[src/hdl/iepb_pkg.sv]
`timescale 1ns / 1ps
package iepb_pkg;

    localparam int PAYLOAD_BYTES = 21;
    localparam int ROM_BYTES     = 36;
    localparam int PAYLOAD_LEN   = (PAYLOAD_BYTES > ROM_BYTES) ? ROM_BYTES : PAYLOAD_BYTES;
    localparam int PKT_BYTES     = 28 + PAYLOAD_LEN;

    localparam int OFF_W = 6;
    localparam logic [OFF_W-1:0] LAST_OFFSET = OFF_W'(PKT_BYTES - 1);
    localparam logic [OFF_W-1:0] PAYLOAD_BASE = OFF_W'(28);

    localparam logic [7:0]  VER_IHL    = 8'h45;
    localparam logic [7:0]  TTL        = 8'd64;
    localparam logic [7:0]  PROTO_ICMP = 8'd1;
    localparam logic [7:0]  ECHO_REQ   = 8'd8;
    localparam logic [15:0] TOTAL_LEN  = 16'(PKT_BYTES);
    localparam logic [15:0] ID_RESET   = 16'h7601;

    localparam logic [1:0] REG_SRC = 2'd0;
    localparam logic [1:0] REG_DST = 2'd1;
    localparam logic [1:0] REG_ID  = 2'd2;

    localparam logic [7:0] PAYLOAD_ROM [ROM_BYTES] = '{
        8'h76, 8'h6D, 8'h73, 8'h67, 8'h75, 8'h61, 8'h72, 8'h64, 8'h20,
        8'h69, 8'h6E, 8'h6A, 8'h65, 8'h63, 8'h74, 8'h20,
        8'h70, 8'h72, 8'h6F, 8'h62, 8'h65,
        8'h00, 8'h00, 8'h00, 8'h00, 8'h00, 8'h00, 8'h00, 8'h00,
        8'h00, 8'h00, 8'h00, 8'h00, 8'h00, 8'h00, 8'h00
    };

    typedef struct packed {
        logic [31:0] src;
        logic [31:0] dst;
        logic [15:0] id;
    } cfg_t;

    typedef struct packed {
        logic [15:0] seq;
        logic [15:0] hdr_ck;
        logic [15:0] icmp_ck;
    } ctx_t;

    // end-around carry fold, not complemented
    function automatic logic [15:0] fold16(input logic [31:0] x);
        logic [16:0] a;
        logic [16:0] b;
        logic [16:0] c;
        a = {1'b0, x[31:16]} + {1'b0, x[15:0]};
        b = {16'h0, a[16]} + {1'b0, a[15:0]};
        c = {16'h0, b[16]} + {1'b0, b[15:0]};
        return c[15:0];
    endfunction

    function automatic logic [31:0] payload_sum();
        logic [31:0] acc;
        logic [7:0]  lo;
        acc = 32'h0;
        for (int k = 0; k < PAYLOAD_LEN; k += 2) begin
            lo  = (k + 1 < PAYLOAD_LEN) ? PAYLOAD_ROM[k+1] : 8'h00;
            acc = acc + {16'h0, PAYLOAD_ROM[k], lo};
        end
        return acc;
    endfunction

    localparam logic [15:0] HDR_CONST  = fold16(32'h4500 + 32'(PKT_BYTES) + 32'h4001);
    localparam logic [15:0] ICMP_CONST = fold16(32'h0800 + payload_sum());

    function automatic logic [7:0] rom_byte(input logic [5:0] idx);
        logic [7:0] b;
        b = 8'h00;
        if (32'(idx) < PAYLOAD_LEN) begin
            b = PAYLOAD_ROM[idx];
        end
        return b;
    endfunction

endpackage

[src/hdl/iepb_cfg.sv]
`timescale 1ns / 1ps
module iepb_cfg (
    input  logic               aclk,
    input  logic               aresetn,
    input  logic               cfg_valid,
    output logic               cfg_ready,
    input  logic [1:0]         cfg_index,
    input  logic [31:0]        cfg_data,
    output iepb_pkg::cfg_t     cfg
);
    import iepb_pkg::*;

    cfg_t cfg_reg;

    assign cfg_ready = 1'b1;
    assign cfg       = cfg_reg;

    always_ff @(posedge aclk) begin
        if (!aresetn) begin
            cfg_reg.src <= '0;
            cfg_reg.dst <= '0;
            cfg_reg.id  <= ID_RESET;
        end else if (cfg_valid) begin
            case (cfg_index)
                REG_SRC: cfg_reg.src <= cfg_data;
                REG_DST: cfg_reg.dst <= cfg_data;
                REG_ID:  cfg_reg.id  <= cfg_data[15:0];
                default: ;
            endcase
        end
    end

endmodule

[src/hdl/iepb_cksum.sv]
`timescale 1ns / 1ps
module iepb_cksum (
    input  iepb_pkg::cfg_t  cfg,
    input  logic [15:0]     seq,
    output iepb_pkg::ctx_t  ctx
);
    import iepb_pkg::*;

    logic [19:0] hdr_sum;
    logic [17:0] icmp_sum;

    always_comb begin
        hdr_sum = 20'(HDR_CONST) + 20'(cfg.id)
                + 20'(cfg.src[31:16]) + 20'(cfg.src[15:0])
                + 20'(cfg.dst[31:16]) + 20'(cfg.dst[15:0]);
        icmp_sum = 18'(ICMP_CONST) + 18'(cfg.id) + 18'(seq);
        ctx.seq     = seq;
        ctx.hdr_ck  = ~fold16({12'h0, hdr_sum});
        ctx.icmp_ck = ~fold16({14'h0, icmp_sum});
    end

endmodule

[src/hdl/iepb_emit.sv]
`timescale 1ns / 1ps
module iepb_emit (
    input  logic                     aclk,
    input  logic                     aresetn,
    input  logic                     in_valid,
    output logic                     in_ready,
    input  iepb_pkg::ctx_t           in_ctx,
    input  iepb_pkg::cfg_t           cfg,
    output logic                     out_valid,
    input  logic                     out_ready,
    output logic [7:0]               out_byte,
    output logic [iepb_pkg::OFF_W-1:0] out_offset,
    output logic                     out_last
);
    import iepb_pkg::*;

    ctx_t             ctx_reg;
    logic             ctx_valid_reg;
    logic [OFF_W-1:0] off_reg;
    logic             m_valid_reg;
    logic [7:0]       m_byte_reg;
    logic [OFF_W-1:0] m_off_reg;
    logic             m_last_reg;

    logic             advance;
    logic             at_last;
    logic             load;
    logic [7:0]       byte_next;

    assign advance  = ctx_valid_reg && (!m_valid_reg || out_ready);
    assign at_last  = (off_reg == LAST_OFFSET);
    assign in_ready = !ctx_valid_reg || (advance && at_last);
    assign load     = in_valid && in_ready;

    always_comb begin
        case (off_reg)
            6'd0:    byte_next = VER_IHL;
            6'd2:    byte_next = TOTAL_LEN[15:8];
            6'd3:    byte_next = TOTAL_LEN[7:0];
            6'd4:    byte_next = cfg.id[15:8];
            6'd5:    byte_next = cfg.id[7:0];
            6'd8:    byte_next = TTL;
            6'd9:    byte_next = PROTO_ICMP;
            6'd10:   byte_next = ctx_reg.hdr_ck[15:8];
            6'd11:   byte_next = ctx_reg.hdr_ck[7:0];
            6'd12:   byte_next = cfg.src[31:24];
            6'd13:   byte_next = cfg.src[23:16];
            6'd14:   byte_next = cfg.src[15:8];
            6'd15:   byte_next = cfg.src[7:0];
            6'd16:   byte_next = cfg.dst[31:24];
            6'd17:   byte_next = cfg.dst[23:16];
            6'd18:   byte_next = cfg.dst[15:8];
            6'd19:   byte_next = cfg.dst[7:0];
            6'd20:   byte_next = ECHO_REQ;
            6'd22:   byte_next = ctx_reg.icmp_ck[15:8];
            6'd23:   byte_next = ctx_reg.icmp_ck[7:0];
            6'd24:   byte_next = cfg.id[15:8];
            6'd25:   byte_next = cfg.id[7:0];
            6'd26:   byte_next = ctx_reg.seq[15:8];
            6'd27:   byte_next = ctx_reg.seq[7:0];
            6'd1, 6'd6, 6'd7, 6'd21: byte_next = 8'h00;
            default: byte_next = rom_byte(off_reg - PAYLOAD_BASE);
        endcase
    end

    always_ff @(posedge aclk) begin
        if (!aresetn) begin
            ctx_valid_reg <= 1'b0;
            off_reg       <= '0;
            m_valid_reg   <= 1'b0;
        end else begin
            if (load) begin
                ctx_valid_reg <= 1'b1;
                off_reg       <= '0;
            end else if (advance) begin
                ctx_valid_reg <= !at_last;
                off_reg       <= at_last ? '0 : off_reg + 1'b1;
            end
            if (advance) begin
                m_valid_reg <= 1'b1;
            end else if (out_ready) begin
                m_valid_reg <= 1'b0;
            end
        end
    end

    always_ff @(posedge aclk) begin
        if (load) begin
            ctx_reg <= in_ctx;
        end
        if (advance) begin
            m_byte_reg <= byte_next;
            m_off_reg  <= off_reg;
            m_last_reg <= at_last;
        end
    end

    assign out_valid  = m_valid_reg;
    assign out_byte   = m_byte_reg;
    assign out_offset = m_off_reg;
    assign out_last   = m_last_reg;

    a_last_offset: assert property (@(posedge aclk) disable iff (!aresetn)
        (m_valid_reg && m_last_reg) |-> (m_off_reg == LAST_OFFSET))
        else $error("last item without final offset");

    a_offset_step: assert property (@(posedge aclk) disable iff (!aresetn)
        (m_valid_reg && out_ready && !m_last_reg)
        |=> (m_valid_reg && m_off_reg == $past(m_off_reg) + 1'b1))
        else $error("gap in byte sequence");

    a_load_start: assert property (@(posedge aclk) disable iff (!aresetn)
        load |=> (ctx_valid_reg && off_reg == '0))
        else $error("packet not started after accept");

endmodule

[src/hdl/icmp_echo_packet_builder_core.sv]
`timescale 1ns / 1ps
// icmp echo request builder
// s_ channel: one item per request, tdata holds the 16-bit echo sequence number.
// m_ channel: one item per packet byte in wire order, 28 + payload bytes (49);
//   tlast marks the final byte of each packet.
// cfg channel: cfg_index 0 source address, 1 destination address, 2 identifier;
//   always ready, other indexes ignored. write only while no packet is in flight.
// both checksums are formed as the request is accepted and kept with it.
// first byte: the accepting edge loads the context register, and the first byte then
//   goes from there to the output register, which drives m_.
// throughput: one byte per cycle while m_tready does not stall the output; the next request
//   is taken in the cycle the last byte of the current one goes to the output register,
//   so packets follow without a gap.
// receiver stall: the output register holds its byte and the byte counter waits;
//   s_tready stays low until the current packet has reached its final byte.
// reset: aresetn low clears all valid state, addresses go to zero, identifier to 0x7601.
module icmp_echo_packet_builder_core (
    input  logic        aclk,
    input  logic        aresetn,
    input  logic        s_tvalid,
    output logic        s_tready,
    input  logic [15:0] s_tdata,    // [15:0] sequence_number
    output logic        m_tvalid,
    input  logic        m_tready,
    output logic [15:0] m_tdata,    // [7:0] packet_byte, [13:8] byte_offset, [15:14] zero
    output logic        m_tlast,    // last_byte
    input  logic        cfg_valid,
    output logic        cfg_ready,
    input  logic [1:0]  cfg_index,
    input  logic [31:0] cfg_data
);
    import iepb_pkg::*;

    cfg_t             cfg;
    ctx_t             new_ctx;
    logic [7:0]       out_byte;
    logic [OFF_W-1:0] out_offset;

    iepb_cfg u_cfg (
        .aclk      (aclk),
        .aresetn   (aresetn),
        .cfg_valid (cfg_valid),
        .cfg_ready (cfg_ready),
        .cfg_index (cfg_index),
        .cfg_data  (cfg_data),
        .cfg       (cfg)
    );

    iepb_cksum u_cksum (
        .cfg (cfg),
        .seq (s_tdata),
        .ctx (new_ctx)
    );

    iepb_emit u_emit (
        .aclk       (aclk),
        .aresetn    (aresetn),
        .in_valid   (s_tvalid),
        .in_ready   (s_tready),
        .in_ctx     (new_ctx),
        .cfg        (cfg),
        .out_valid  (m_tvalid),
        .out_ready  (m_tready),
        .out_byte   (out_byte),
        .out_offset (out_offset),
        .out_last   (m_tlast)
    );

    assign m_tdata = {2'b00, out_offset, out_byte};

endmodule

[config.mk]
export PLATFORM = sky130hd
export DESIGN_NAME = icmp_echo_packet_builder_core
export DESIGN_NICKNAME = d
export VERILOG_FILES = /design/src/hdl/iepb_pkg.sv /design/src/hdl/iepb_cfg.sv /design/src/hdl/iepb_cksum.sv /design/src/hdl/iepb_emit.sv /design/src/hdl/icmp_echo_packet_builder_core.sv
export SDC_FILE = /design/constraint.sdc
export NUM_CORES = 1
export LEC_CHECK = 0
export BUFFER_PORTS_ARGS = -buffer_cell sky130_fd_sc_hd__buf_4
export CAP_MARGIN = 0
export CORE_ASPECT_RATIO = 1.2
export CORE_UTILIZATION = 55
export DETAILED_ROUTE_END_ITERATION = 8
export MAX_ROUTING_LAYER = met4
export PLACE_DENSITY = 0.71
export SYNTH_ARGS = -nofsm -noshare
export SYNTH_HDL_FRONTEND = slang
export SYNTH_SLANG_ARGS = --single-unit
[constraint.sdc]
create_clock -name aclk -period 11.03 [get_ports aclk]
set_input_delay 1.6545 -clock aclk [delete_from_list [all_inputs] [get_ports aclk]]
set_output_delay 1.6545 -clock aclk [all_outputs]
set_load 0.05 [all_outputs]
After elaboration in Yosys (flattened, before gate mapping)
Memories as Yosys holds them, arrays and structs flattened.
Index checks and enable logic that the tools add are counted.
- register bits: 151
- ROM bits: 512
- input bits: 55
- output and inout port bits: 20
- word-level logic and storage cells: 92
- memories kept: 1
- add/subtract/negate cells: 15
- $lt $le $gt $ge: 2
- equality and inequality tests: 30
- mux-type cells: 9
- bitwise operators: 4
- reduce and logical (&&, ||, !) cells: 19
- memory list (name ; depth ; width ; rd ports ; clocked after Yosys merged registers in ; wr ports ; line ; text):
    (name not given) ; 64 ; 8 ; 1 ; 0 ; 0 ; iepb_pkg.sv:73 ; b = PAYLOAD_ROM[idx];
- operators with widths (kind ; number):
    $pmux 8 s22 ; 1
    $add 20x16->20 ; 4
    $eq 6x5->1 const B ; 12
    $eq 6x4->1 const B ; 8
    $add 1x16->17 ; 2
    $add 16x16->17 const A ; 2
    $add 1x16->16 ; 2
    $not 16->16 ; 2
    $eq 6x3->1 const B ; 4
    $mux 8 ; 3
    $add 18x16->18 ; 1
    $add 2x16->17 ; 1
    $add 4x16->17 ; 1
    $eq 6x2->1 const B ; 2
    $ge 7x7->1 const B ; 1
    $not 6->7 ; 1
    $add 6x1->6 const B ; 1
    $eq 6x1->1 const B ; 1
    $eq 6x6->1 const B ; 1
    $logic_not 6->1 ; 1
    $lt 6x5->1 const B ; 1
    $mux 6 ; 1
    $reduce_and 2->1 ; 3
    $reduce_or 2->1 ; 3
    other kinds (11) ; 20

Depth between registers and ports, before layout
Gate-level depths: netlist of run 1.
- depth after elaboration: 9
- gate-level depth with buffers: 46
- depth with buffers taken out: 45

Cells and area by module
Synthesis of run 1 repeated with hierarchy kept, for this count alone.
- cell total of the unflattened synthesis: 1383
- area total of the unflattened synthesis: 12699.7 um2
- modules (own cells, without submodules) (module ; instances ; cells each ; area each (um2) ; seq. area each (um2)):
    iepb_cksum ; 1 ; 738 ; 5570.3 ; 0.0
    iepb_emit ; 1 ; 334 ; 3966.3 ; 2052.0
    iepb_cfg ; 1 ; 308 ; 3144.3 ; 1601.5
    icmp_echo_packet_builder_core ; 1 ; 3 ; 18.8 ; 0.0

Worst setup path before layout of run 1
OpenSTA, ideal clock, no wires.
- path kind: register to register
- start point: register u_cfg.cfg_reg (netlist bit u_cfg.cfg[1])
- end point: register u_emit.ctx_reg[31] (netlist bit) (data pin)
- setup time: 0.262 ns
- arrival: 9.486 ns
- setup slack: 1.283 ns
- cell stages (with the launch flop): 46
- clock period less this slack: 9.747 ns
- cells stage by stage: dfxtp_1 ha_1 a21oi_1 nand2b_1 a31oi_1 xnor2_1 fa_1 fa_1 inv_1 fa_1 inv_1 ha_1 clkbuf_1 and2_1 o211ai_1 a21oi_1 a21o_1 nand2_1 [... 10 more ...] nor3_1 o21ai_0 nor3_1 and3_1 ha_1 ha_1 nand2_1 nor2_1 nand3_1 nor4b_1 ha_1 nand3_1 or3_1 nor2_1 nand3_1 a2111oi_0 o21ai_0 xnor2_1
- RTL lines (element ; line ; text):
    start, declared ; iepb_cfg.sv:13 ; cfg_t cfg_reg;
    end signal, assigned ; iepb_emit.sv:89 ; ctx_reg <= in_ctx;
    end, declared ; iepb_emit.sv:17 ; ctx_t ctx_reg;

==> results.json, run 1 <==
{
  "clkLatencyLatePin_ns": 0.44,
  "hold_start": "u_emit.ctx_valid_reg$_SDFFE_PN0P_",
  "die_width_um": 138.8,
  "fmax_ghz": 0.09722,
  "grt_pass1_wl_mm": 61.38,
  "root_buffer": "clkbuf_16",
  "holdWs_ns": 0.4802,
  "rsz0062_at_grt": "false",
  "syn_area_per_cell_um2": 8.692,
  "cp_common_cell": "nand2_1",
  "cts_buffers": 17,
  "relSlewSlack_pct": 19.25,
  "worst-path-buf-inv": 1,
  "cts_htree_levels": 4,
  "r2r-end": "u_emit.ctx_reg[31]$_DFFE_PP_",
  "num_antenna_cells": 0,
  "ir_worst_vdd_mv": 0.09009,
  "drt_first_iter_violations": 1005,
  "ys_dominant_reg_cell": "dfxtp_1",
  "tns_ns": 0,
  "drive_gt1_share_pct": 11.01,
  "synthCells": 1421,
  "clk_path_buf_depth": 2,
  "grt_overflow": 0,
  "ys_types": 88,
  "cts.sinks": 151,
  "synth-edff-count": 63,
  "powerDensity_nw_per_um2": 146.3,
  "mostFrequentLayoutCells": "nand2_1 (223), inv_1 (105), buf_4 (92), dfxtp_1 (88), a21boi_0 (80)",
  "end_kind": "register",
  "grt_pass1_vias": 10410,
  "dp_hpwl_mm": 31.46,
  "layout_setup_ws_ns": 0.7441,
  "crit_type": "register to register",
  "slew_viol_final": 0,
  "ant_nets": 0,
  "layout_min_cycle_time_ns": 10.29,
  "die_y_um": 166.2,
  "cts_tree": "yes",
  "wl_per_cell_um": 23.16,
  "worstRegToRegCells": 42,
  "regToRegStartpoint": "u_cfg.cfg[3]$_SDFFE_PN0P_",
  "die-area_um2": 23060,
  "cpPeakStageDelay_ns": 0.54,
  "syn_to_final_growth_pct": 11.33,
  "finalWeightedCongestion": 1.028,
  "setup_viol": 0,
  "gr-usage-all-layers_pct": 36.42,
  "yosysSeqAreaShare_pct": 29.58,
  "crit_family": "simple AND/OR/NAND/NOR gates",
  "setup.worst_path.start_class": "register",
  "crit_slowest_cell": "fa_1",
  "via_per_inst": 6.339,
  "whs_endpoint": "u_emit.out_valid$_SDFFE_PN0P_",
  "initial_utilization_pct": 56.53,
  "antenna_found_initial": 0,
  "yosys_warnings": 0,
  "netlist_area_um2": 12350,
  "synth-async-reset-ratio_pct": 0,
  "static-leakage-power_nw": 5.489,
  "hold_viol": 0,
  "maxCapViolations": 0,
  "worst_pin_slew_ns": 1.209,
  "io_pins": 75,
  "grt_max_degree": 85,
  "fin_worst_skew_ns": 0.01787,
  "drt_wl_total_mm": 40.41,
  "arrival_ns": 10.47,
  "hp-class": "register to register",
  "violations": "DRC",
  "hold_depth": 2,
  "fin_crit_sh_pct": 93.25,
  "ys_ff_latch": 151,
  "worstPathMaxFanout": 12,
  "crit_required_ns": 11.21,
  "path_clk_slew_ns": 0.07,
  "post-route-drc-count": 13,
  "io_buffers": 71,
  "run_status": "finished, violations left",
  "coreArea_um2": 21850,
  "placementRows": 59,
  "final_common_cell": "nand2_1",
  "largest_register_ffs": 80,
  "dp_slack_ns": 0.08178,
  "drtPass1Iterations": 7,
  "final_nets": 1628,
  "num_vias": 11060,
  "r2r_setup_slack_ns": 0.74
}
-- power breakdown --
part | leakage (nW) | internal (mW) | switching [mW]
registers | 1.32 | 0.638 | 0.0387
logic | 3.88 | 0.273 | 0.460
clock network | 0.289 | 0.331 | 0.270
-- tightest hold or removal path: cells and delay by family, from the launching register on --
| family | cells | cell delay, ns |
|---|---|---|
| flops | 1 | 0.33 |
| buf+inv | 1 | 0.05 |
| compound gates | 1 | 0.06 |
-- worst max path at each step --
stage | startpoint | endpoint | slack, ns | depth (start not counted)
floorplan | u_cfg.cfg[1]$_SDFFE_PN0P_ | u_emit.ctx_reg[31]$_DFFE_PP_ | 1.28 | 45
CTS | u_cfg.cfg[1]$_SDFFE_PN0P_ | u_emit.ctx_reg[31]$_DFFE_PP_ | 0.04 | 43
finish | u_cfg.cfg[3]$_SDFFE_PN0P_ | u_emit.ctx_reg[31]$_DFFE_PP_ | 0.74 | 42
global route | u_cfg.cfg[1]$_SDFFE_PN0P_ | u_emit.ctx_reg[31]$_DFFE_PP_ | 0.01 | 44
global placement | u_cfg.cfg[1]$_SDFFE_PN0P_ | u_emit.ctx_reg[31]$_DFFE_PP_ | 0.52 | 43
detailed placement | u_cfg.cfg[1]$_SDFFE_PN0P_ | u_emit.ctx_reg[31]$_DFFE_PP_ | 0.08 | 43
-- metal layers --
metal  up-vias  routed length, um  global-route usage, %
met3       100               2655                  5.075
met1      5327              15970                  43.16
li1       5123                  -                      -
met2       511              19830                  61.00
met4         0               1953                  17.29
met5         -                  0                      -
-- synth_stat cells, drive strengths merged (5+ instances only) --
library cell	count	share of area, %
or3	7	0.44
buf	12	0.55
clkbuf	63	1.9
a211o	5	0.35
nor3	29	1.2
and3	23	1.2
a21o	22	1.3
nand3	38	1.5
a221oi	26	1.9
fa	51	8.3
nor4	11	0.66
o2111ai	9	0.64
nor2	72	2.2
a211oi	12	0.77
a21boi	81	4.9
nor2b	10	0.51
xor2	47	3.3
a21oi	42	1.7
nand2	223	6.8
a2111oi	6	0.49
mux2i	9	0.73
nand2b	12	0.61
and2	8	0.41
o211ai	13	0.79
a222oi	9	0.73
edfxtp	63	15
nor3b	5	0.30
o21ai	32	1.3
a31oi	10	0.51
and4	5	0.35
xnor2	72	5.1
inv	106	3.2
o21bai	5	0.30
or4	5	0.33
or2	9	0.46
a22o	12	0.85
dfxtp	88	14
o31ai	6	0.41
a22oi	14	0.85
ha	64	6.5
nand4	15	0.76
o21a	13	0.79
-- cell type report --
type / instances / area [um2]
Sequential cell: 151 / 3654
Inverter: 107 / 401.6
Multi-Input combinational cell: 1089 / 8071
Clock buffer: 19 / 454.2
Clock inverter: 13 / 137.6
Tap cell: 274 / 342.8
Fill cell: 1939 / 8099
Timing Repair Buffer: 92 / 690.7
-- cells by family after synthesis --
logic type,count (synthesis),share of synthesized area (%)
and+or+nand+nor,491,19.08
other,2,0.06080
xor gates and xnor gates,121,8.803
buffers and inverters,182,5.713
adders and majority gates,115,14.75
AOI/OAI and AO/OA,349,21.19
muxes,10,0.8205
DFF,151,29.58
-- per-stage QoR --
| step | instances | utilization [%] | power [mW] | area (um2) |
|---|---|---|---|---|
| 6_report | 1745 | 62.94 | 2.012 | 13750 |
| 3_5_place_dp | 1712 | 59.87 | 1.391 | 13080 |
| 3_3_place_gp | 1712 | 59.87 | 1.390 | 13080 |
| 4_1_cts | 1744 | 62.58 | 1.990 | 13670 |
| 5_1_grt | 1745 | 62.94 | 2.106 | 13750 |
| 2_1_floorplan | 1422 | - | 1.193 | 12360 |
-- timing repair --
item	4_1_cts	5_1_grt
buffers inserted	0	1
setup endpoints to repair	0	9
hold buffers	0	0
resized for setup	0	16
Power figures use the tool's default switching activity.
==> inputs of run 2 (changes only) <==
==> constraint.sdc (replaced) <==
create_clock -name aclk -period 11.4 [get_ports aclk]
set_input_delay 1.71 -clock aclk [delete_from_list [all_inputs] [get_ports aclk]]
set_output_delay 1.71 -clock aclk [all_outputs]
set_load 0.05 [all_outputs]
==> run 2 against run 1 <==
  * The run still ends with DRC left
  * Via count decreased by 0.12%
  * Die area did not move
  * Routed wire length shrank 0.50%
  * Sequential cell count unchanged
  * Clock power grew 1%
  * Worst hold slack improved by 0.0090 ns
  * Maximum frequency fell by 3.4%
  * Power down 2.0%
  * First-iteration DRC count grew 5.6%
  * Sequential power decreased by 3.4%
  * Register-to-register slack hardly changed
  * Largest cell class unchanged
  * Largest power group unchanged
==> results.json, run 2 (synthesis results as in run 1) <==
{
  "ir_worst_vdd_mv": 0.1019,
  "placementRows": 59,
  "dp_hpwl_mm": 31.45,
  "rsz0062_at_grt": "false",
  "via_per_inst": 6.349,
  "p_switching_uw": 755.4,
  "io_buffers": 71,
  "arrival_ns": 10.85,
  "layout_min_cycle_time_ns": 10.65,
  "mostFrequentLayoutCells": "nand2_1 (223), inv_1 (105), dfxtp_1 (88), buf_4 (87), a21boi_0 (81)",
  "die-area_um2": 23060,
  "dp_slack_ns": 0.4793,
  "path_clk_slew_ns": 0.07,
  "root_buffer": "clkbuf_16",
  "drt_wl_total_mm": 40.21,
  "wl_per_cell_um": 23.11,
  "cts.sinks": 151,
  "io_pins": 75,
  "fmax_ghz": 0.09387,
  "grt_max_degree": 85,
  "maxCapViolations": 0,
  "final_nets": 1623,
  "power_frac_comb_pct": 35.9,
  "cts_tree": "yes",
  "grt_pass1_wl_mm": 61.19,
  "die_width_um": 138.8,
  "holdWs_ns": 0.4892,
  "drt_first_iter_violations": 1061,
  "slew_viol_final": 0,
  "worst_pin_slew_ns": 1.148,
  "crit_type": "register to register",
  "num_antenna_cells": 0,
  "internal-power_mw": 1.216,
  "ant_nets": 0,
  "tns_ns": 0,
  "pwr-share-seq_pct": 33.2,
  "cts_resized": 0,
  "grt_pass1_vias": 10330,
  "fin_crit_sh_pct": 93.45,
  "post-route-drc-count": 6,
  "static-leakage-power_nw": 5.474,
  "ctsHoldBuffers": 0,
  "p_clk_share_pct": 30.9,
  "hp-class": "register to register",
  "setup.worst_path.start_class": "register",
  "fin_worst_skew_ns": 0.01670,
  "p_sw_share_pct": 38.33,
  "num_vias": 11050,
  "powerDensity_nw_per_um2": 143.9,
  "hold_viol": 0,
  "drive_gt1_share_pct": 10.30,
  "largest_register_ffs": 80,
  "coreArea_um2": 21850,
  "clkLatencyLatePin_ns": 0.46,
  "finalWeightedCongestion": 1.057,
  "grt_overflow": 0,
  "initial_utilization_pct": 56.53,
  "setup_viol": 0,
  "crit_slowest_cell": "a211oi_1",
  "drtPass1Iterations": 9,
  "cts_buffers": 17,
  "fin_util_pct": 62.69,
  "hold_start": "u_emit.ctx_valid_reg$_SDFFE_PN0P_",
  "place_area_um2": 13050,
  "post_cts_buffers": 0,
  "clk_path_buf_depth": 2,
  "relSlewSlack_pct": 22.86,
  "gr-usage-all-layers_pct": 36.24,
  "end_kind": "register",
  "violations": "DRC",
  "cts_htree_levels": 4,
  "worstPathMaxFanout": 7,
  "cp_common_cell": "ha_1",
  "cpPeakStageDelay_ns": 0.64,
  "final_common_cell": "nand2_1",
  "crit_required_ns": 11.60,
  "syn_to_final_growth_pct": 10.91,
  "die_y_um": 166.2,
  "layout_setup_ws_ns": 0.7467,
  "run_status": "finished, violations left",
  "crit_path_start": "u_cfg.cfg[1]$_SDFFE_PN0P_",
  "stdcell_area_um2": 13700,
  "regToRegStartpoint": "u_cfg.cfg[1]$_SDFFE_PN0P_",
  "antenna_found_initial": 0
}
## run 2: final cells by class
cell class              count  area (um2)
clock buffers              19       475.5
well taps                 274       342.8
clock inverters            13       146.4
repair buffers             87       653.1
inverters                 107       401.6
multi-input cells        1089        8026
flip-flops and latches    151        3654
fillers                  1907        8152
## run 2: power groups by stage
stage	clock [mW]	sequential [mW]	combinational (mW)
6_report	0.610	0.654	0.707
5_1_grt	0.631	0.656	0.769
4_1_cts	0.611	0.653	0.688
3_5_place_dp	0	0.665	0.682
3_3_place_gp	0	0.664	0.685
2_1_floorplan	0	0.651	0.503
## run 2: path summary, 6_finish.rpt
check,to,slack [ns],cells past startpoint
min,u_emit.out_valid$_SDFFE_PN0P_,0.49,2
min reg2reg,u_emit.out_valid$_SDFFE_PN0P_,0.49,2
max,u_emit.ctx_reg[31]$_DFFE_PP_,0.75,42
max reg2reg,u_emit.ctx_reg[31]$_DFFE_PP_,0.75,42
## run 2: through the flow
stage / instances / total power, mW
CTS: 1740 / 1.952
finish: 1740 / 1.971
detailed placement: 1708 / 1.347
floorplan: 1422 / 1.154
global route: 1740 / 2.056
global placement: 1708 / 1.349
## run 2: metal layers
layer  track usage [%]  share of wire, %  up-vias
met3             5.392               7.5      132
met2             60.28                49      540
met5                 -                 0        -
li1                  -                 -     5119
met1             43.22                39     5257
met4             16.86               5.0        0
## run 2: worst max-delay path: cells and delay by family, from the launching register on
| kind | cells | cell delay (ns) |
|---|---|---|
| adder cells (fa/ha/maj) | 10 | 3.40 |
| XOR/XNOR | 2 | 0.30 |
| buffers and inverters | 4 | 0.29 |
| flip-flops | 1 | 0.47 |
| AND/OR/NAND/NOR | 15 | 3.00 |
| AO/OA/AOI/OAI | 11 | 2.91 |
